===== config.mk =====
export PLATFORM = sky130hd
export DESIGN_NAME = isr_skid
export DESIGN_NICKNAME = d
export VERILOG_FILES = /design/src/isr_pkg.sv /design/src/isr_skid.sv
export VERILOG_INCLUDE_DIRS = /design/src /design/src/src
export SDC_FILE = /design/constraint.sdc
export NUM_CORES = 1
export LEC_CHECK = 0
export CAP_MARGIN = 0
export CORE_MARGIN = 5
export CORE_UTILIZATION = 60
export DETAILED_ROUTE_END_ITERATION = 6
export DONT_BUFFER_PORTS = 1
export GPL_TIMING_DRIVEN = 0
export PLACE_DENSITY = 0.76
export SLEW_MARGIN = 10
export SYNTH_ARGS = -nofsm -noshare
export SYNTH_HDL_FRONTEND = slang
export SYNTH_SLANG_ARGS = --single-unit

===== constraint.sdc =====
create_clock -name clk -period 4.9 [get_ports clk]
set_input_delay 0.735 -clock clk [delete_from_list [all_inputs] [get_ports clk]]
set_output_delay 0.735 -clock clk [all_outputs]
set_load 0.05 [all_outputs]

===== src/assert_macros.svh =====
// ----------------------------------------------------------------------------
// Assertion macros
// Shared concurrent assertion forms, clocked on clk and disabled during reset.
// ----------------------------------------------------------------------------
`ifndef ASSERT_MACROS_SVH
`define ASSERT_MACROS_SVH

// Property that must hold at every clock edge outside reset.
`define ISR_ASSERT(label, prop, msg) \
	label: assert property (@(posedge clk) disable iff (!arst_n) prop) else $error(msg);

// Condition that must never be true at a clock edge outside reset.
`define ISR_NEVER(label, expr, msg) \
	label: assert property (@(posedge clk) disable iff (!arst_n) !(expr)) else $error(msg);

`endif


===== src/isr_pkg.sv =====
// ----------------------------------------------------------------------------
// isr_pkg
// Types and constants shared by the integer square root unit.
// ----------------------------------------------------------------------------
package isr_pkg;

	// Default radicand width used by the recurrence.
	localparam int DATA_WIDTH_DEF = 64;

	// Width of the value field on the input stream.
	localparam int VALUE_WIDTH = 64;

	// Width of the root field on the output stream.
	localparam int ROOT_WIDTH = 32;

	// One finished result.
	typedef struct packed {
		logic                  negative_error;
		logic [ROOT_WIDTH-1:0] root;
	} result_t;

	// A result together with its valid bit, as it leaves the pipeline.
	typedef struct packed {
		logic    valid;
		result_t result;
	} beat_t;

endpackage


===== src/isr_skid.sv =====
// ----------------------------------------------------------------------------
// isr_skid
// Output register with a skid entry, so the pipeline stall is registered.
// ----------------------------------------------------------------------------
`include "assert_macros.svh"

module isr_skid (
	input  logic             clk,
	input  logic             arst_n,
	input  isr_pkg::beat_t   tail,
	output logic             ready,
	output logic             out_valid,
	input  logic             out_ready,
	output isr_pkg::result_t out_result
);

	logic             out_valid_q;
	isr_pkg::result_t out_result_q;
	logic             skid_valid_q;
	isr_pkg::result_t skid_result_q;
	logic             take_in;
	logic             out_free;

	// The pipeline only moves while the skid entry is empty.
	assign ready    = !skid_valid_q;
	assign take_in  = tail.valid && ready;
	assign out_free = !out_valid_q || out_ready;

	always_ff @(posedge clk or negedge arst_n) begin
		if (!arst_n) begin
			out_valid_q  <= 1'b0;
			skid_valid_q <= 1'b0;
		end else begin
			if (take_in) begin
				out_valid_q <= 1'b1;
				if (!out_free) begin
					skid_valid_q <= 1'b1;
				end
			end else if (out_ready && out_valid_q) begin
				out_valid_q  <= skid_valid_q;
				skid_valid_q <= 1'b0;
			end
		end
	end

	always_ff @(posedge clk) begin
		if (take_in && out_free) begin
			out_result_q <= tail.result;
		end else if (take_in) begin
			skid_result_q <= tail.result;
		end else if (out_ready && out_valid_q && skid_valid_q) begin
			out_result_q <= skid_result_q;
		end
	end

	assign out_valid  = out_valid_q;
	assign out_result = out_result_q;

	`ISR_NEVER(a_skid_needs_out, skid_valid_q && !out_valid_q, "skid entry full while output register empty")
	`ISR_ASSERT(a_skid_fill_cause, $rose(skid_valid_q) |-> $past(out_valid_q && !out_ready), "skid entry filled without a stalled output")

endmodule

## Word level (Yosys, flattened, before mapping)

Index checks and enable logic that the tools add are counted.

| storage, ports and cells | value |
|---|---|
| word-level logic and storage cells | 29 |
| output and inout bits | 35 |
| flip-flop bits (word level) | 68 |
| bits of input ports | 37 |

| operators by class | value |
|---|---|
| bitwise operators | 1 |
| muxes and demuxes | 8 |
| reductions and logical operators | 12 |
| equal/unequal tests | 2 |

Operators with widths:

| cell | count |
|---|---|
| $mux W33 | 3 |
| $reduce_and A2 Y1 | 3 |
| $mux W1 | 5 |
| $logic_and A1 B1 Y1 | 4 |
| $reduce_bool A2 Y1 | 2 |
| $logic_not A1 Y1 | 2 |
| $ne A2 B1 Y1 const B | 1 |
| $ne A2 B2 Y1 const B | 1 |
| $logic_or A1 B1 Y1 | 1 |
| $not A1 Y1 | 1 |

## Depth between registers and ports, before layout

| logic depth | value |
|---|---|
| depth in word-level cells | 5 |
| mapped depth | 4 |

## Worst setup path before layout

OpenSTA, ideal clock, no wires.

| timing path | value |
|---|---|
| kind | flip-flop to flip-flop |
| from | reg skid_valid_q |
| to | reg out_result_q (netlist bit out_result[0]) (enable) |
| cell stages (with the launch flop) | 4 |
| data arrival time | 3363 ps |
| library setup time | 474 ps |
| path slack | 1063 ps |
| cell sequence | dfrtp_1 > inv_1 > nand2_1 > a21boi_0 |

| on the way | value |
|---|---|
| longest elaborated chain between the ends | 5 |
| elaborated cells on any way between the ends | 7 |
| those cells by class | 1 x eq/ne; 6 x reduce/logical |

RTL lines:

| element | line | source |
|---|---|---|
| from (decl) | isr_skid.sv:19 | `logic skid_valid_q;` |
| from (signal assigned) | isr_skid.sv:32 | `skid_valid_q <= 1'b0;` |
| from (signal assigned) | isr_skid.sv:37 | `skid_valid_q <= 1'b1;` |
| from (signal assigned) | isr_skid.sv:41 | `skid_valid_q <= 1'b0;` |
| $logic_not A1 Y1 (*) | isr_skid.sv:25 | `assign ready = !skid_valid_q;` |
| net ready | isr_skid.sv:11 | `output logic ready,` |
| $logic_and A1 B1 Y1 (*) | isr_skid.sv:26 | `assign take_in = tail.valid && ready;` |
| $logic_and A1 B1 Y1 | isr_skid.sv:47 | `if (take_in && out_free) begin` |
| $ne A2 B1 Y1 (no line) / $reduce_bool A2 Y1 (equally long branches) | -- |  |
| $reduce_and A2 Y1 (no line) (*) | -- |  |
| to (signal assigned) | isr_skid.sv:48 | `out_result_q <= tail.result;` |
| to (signal assigned) | isr_skid.sv:52 | `out_result_q <= skid_result_q;` |
| to (decl) | isr_skid.sv:18 | `isr_pkg::result_t out_result_q;` |

Mark *: on every way through the listed nets, which the timed path passes. The rest lies on a longest branch.
A chain may end at the register's enable or synchronous reset.

## Final worst setup path

| timing path | value |
|---|---|
| from | reg skid_valid_q |
| to | reg out_result_q (netlist bit out_result[30]) (enable) |

Same word-level chain as after synthesis.

==> Flow_metrics.wiki <==
{| class="wikitable"
! Metric !! Value
|-
| Maximum frequency from static timing analysis || 0.4581 GHz
|-
| Number of H-tree levels || 3
|-
| Slew at the pin closest to its max-slew limit || 0.6026 ns
|-
| Count of distinct cell types in the synthesized netlist || 13
|-
| Fin Clk Skew || 0.004118 ns
|-
| Area of the die || 5790 um2
|-
| Hold Buf Count CTS || 0
|-
| Required time reported for the critical path endpoint || 4.94 ns
|-
| Total clock sinks || 68
|-
| Peak ir drop on the vdd network || 424.3 uV
|-
| Crit path max fanout || 20
|-
| Final instance area || 2943 um2
|-
| Post-placement cell area || 2760 um2
|-
| Placement Rows || 24
|-
| TritonCTS clock tree || done
|-
| CTS buffer count || 9
|-
| Routed WL || 4228 um
|-
| Outcome || finished clean
|-
| Growth of design area from synthesis to finish || 12.27%
|-
| Routed Antenna Nets || 0
|-
| Dpl cells || 170
|-
| Leading cell types by total area after synthesis || edfxtp_1, mux2_4, dfrtp_1
|-
| Hpwl dp || 3015 um
|-
| Part of the Yosys area used for sequential elements || 77.52%
|-
| Launching element type of the critical path || flop
|-
| Fin crit period || 2.183 ns
|-
| Clk Latency, worst-skew pair || 0.34 ns
|-
| Count of final hold-check violations || 0
|-
| Relative slew margins || 59.82%
|-
| Setup repair after global routing missed its margin || false
|-
| Number of diodes || 0
|-
| Largest stage delay on the critical path || 0.56 ns
|-
| Worst Hold Class || in -> async
|-
| Share of the cycle needed by the critical path after routing || 44.55%
|-
| Initial standard-cell utilization of the core || 61.04%
|-
| Wire length of the first global-routing pass || 6644 um
|-
| Critical path start-end classification || reg -> reg
|-
| CTS clk-pin slew, worst paths || 0.06 ns
|-
| Static leakage power || 0.001096 uW
|-
| Clock root cell || clkbuf_8
|-
| Average footprint of a synthesized cell || 22.60 um2
|-
| Post-CTS Setup Inserts || 0
|-
| Per-cell via count in the routed design || 5.715
|-
| Post_cts resized || 0
|-
| CP Cell Sequence || inv_1 -> nand2_1 -> a21boi_4 -> buf_16
|-
| Via Count || 1063
|-
| Max_cap viols || 0
|-
| Power after layout || 2015 uW
|-
| Count of pins over their slew limit || 0
|-
| Element type at the critical path end || flop
|-
| Length of the first detailed-routing pass in iterations || 4
|-
| Number of register bits inferred by synthesis || 68
|-
| Worst Hold Margin || 0.09013 ns
|-
| Non-filler instance count after layout || 186
|-
| Area of the mapped netlist || 2621 um2
|-
| X dimension of the die || 76.10 um
|-
| Initial antenna violation count || 0
|-
| Critical Path AT || 2.23 ns
|-
| Gate count after technology mapping || 116
|-
| Routed len/inst || 22.73 um
|-
| Die Height || 76.10 um
|-
| Boundary Pins || 72
|-
| Fraction of post-synthesis cell area in the top cell type by area || 75.61%
|-
| Maximum number of pins on one net before global-route repair || 21
|-
| Setup total negative slack || 0 ns
|-
| Total grt overflow || 0
|-
| Power Dens Cells || 684.8 nW/um2
|-
| Share of post-route cells with drive strength above 1 || 41.04%
|-
| RePlAce Congestion || 0.6814
|-
| Highest-delay cell along the critical path || a21boi_4
|-
| Final-report setup violation count || 0
|-
| Total of buffers placed on input and output ports || 0
|-
| Maximum clock path buffer count || 2
|-
| # nets final || 166
|-
| GRT Total Usage || 15.65%
|-
| Yosys top cell by area || edfxtp_1
|-
| Vias in the first global route || 1186
|-
| Syn nets || 153
|-
| Drt first-iter violations || 85
|-
| Number of remaining DRC errors || 0
|-
| Ys Warns || 0
|-
| Core Footprint || 4294 um2
|}
==> cells in the mapped netlist <==
cell and count:
mux2_4 30, mux2_2 3, edfxtp_1 66, nand2_1 3
nand2b_2 1, nand3_4 1, inv_1 2, nor2_1 1
a21boi_0 1, dfrtp_1 2, a21oi_1 2, o21ai_0 1
buf_6 3
==> worst max-delay path: cells and delay by family, from the launching register on <==
kind | cells | cell delay [ns]
flip-flops | 1 | 0.41
buffers and inverters | 2 | 0.64
AO/OA/AOI/OAI | 1 | 0.56
AND/OR/NAND/NOR | 1 | 0.27
==> final cells by class <==
type                       instances  area (um2)
timing repair buffer               2       55.05
tap                               52       65.06
inverter                           2       7.507
clock buffer                      10       127.6
fill                             281        1351
buffer                             3       33.78
sequential                        68        2032
clock inverter                     6       55.05
multi-input combinational         43       566.8
==> through the flow <==
| step | setup WS (ns) | util (%) |
|---|---|---|
| 5_1_grt | 2.576 | 68.53 |
| 2_1_floorplan | 1.063 | - |
| 3_5_place_dp | 2.688 | 64.28 |
| 3_3_place_gp | 0.09257 | 62.56 |
| 6_report | 2.717 | 68.53 |
| 4_1_cts | 2.668 | 68.53 |
==> registers in the layout, summed over array words and instances (netlist names) <==
register	cells
skid_result_q	33
skid_valid_q	1
out_result	33
out_valid	1
==> per-layer routing <==
| layer | track usage [%] | vias to the layer above | share of wire (%) |
|---|---|---|---|
| met5 | 0 | - | 0 |
| met3 | 8.747 | 10 | 11 |
| met2 | 24.74 | 55 | 50 |
| met4 | 9.441 | 0 | 2.2 |
| li1 | - | 483 | - |
| met1 | 16.06 | 515 | 37 |
==> worst paths after layout <==
kind	startpoint	to	slack, ns	cells after the start
min in group clk	out_ready	skid_valid_q$_DFFE_PN0P_	0.48	1
hold reg to reg	skid_result_q[30]$_DFFE_PP_	out_result[30]$_DFFE_PP_	0.54	1
hold / removal	arst_n	skid_valid_q$_DFFE_PN0P_	0.09	0
max in group asynchronous	arst_n	skid_valid_q$_DFFE_PN0P_	4.74	0
setup reg to reg	skid_valid_q$_DFFE_PN0P_	out_result[30]$_DFFE_PP_	2.72	4
setup / recovery	skid_valid_q$_DFFE_PN0P_	out_result[30]$_DFFE_PP_	2.72	4
==> power by group <==
| part | internal [uW] | switching (uW) | leakage, uW |
|---|---|---|---|
| Combinational | 160 | 173 | 0.000367 |
| Clock | 230 | 197 | 0.0000911 |
| Sequential | 840 | 415 | 0.000638 |
==> logic make-up (layout without fill, tap and decap cells) <==
group | count (synthesis) | in the layout | share of synthesized area, %
flip-flops | 68 | 68 | 77.52
AO/OA/AOI/OAI | 4 | 4 | 0.8591
buffers and inverters | 5 | 23 | 1.575
AND/OR/NAND/NOR | 6 | 6 | 1.575
multiplexers | 33 | 33 | 18.47
==> cell usage in the layout (no fill, tap or decap), drive strengths merged <==
cell type,Yosys,final
edfxtp,66,66
mux2,33,33
clkbuf,0,10
buf,3,5
clkinv,0,4
nand2,3,3
inv,2,2
a21oi,2,2
dfrtp,2,2
nand2b,1,1
nand3,1,1
a21boi,1,1
nor2,1,1
o21ai,1,1
clkinvlp,0,1
bufinv,0,1
(Power assumes the default switching activity.)
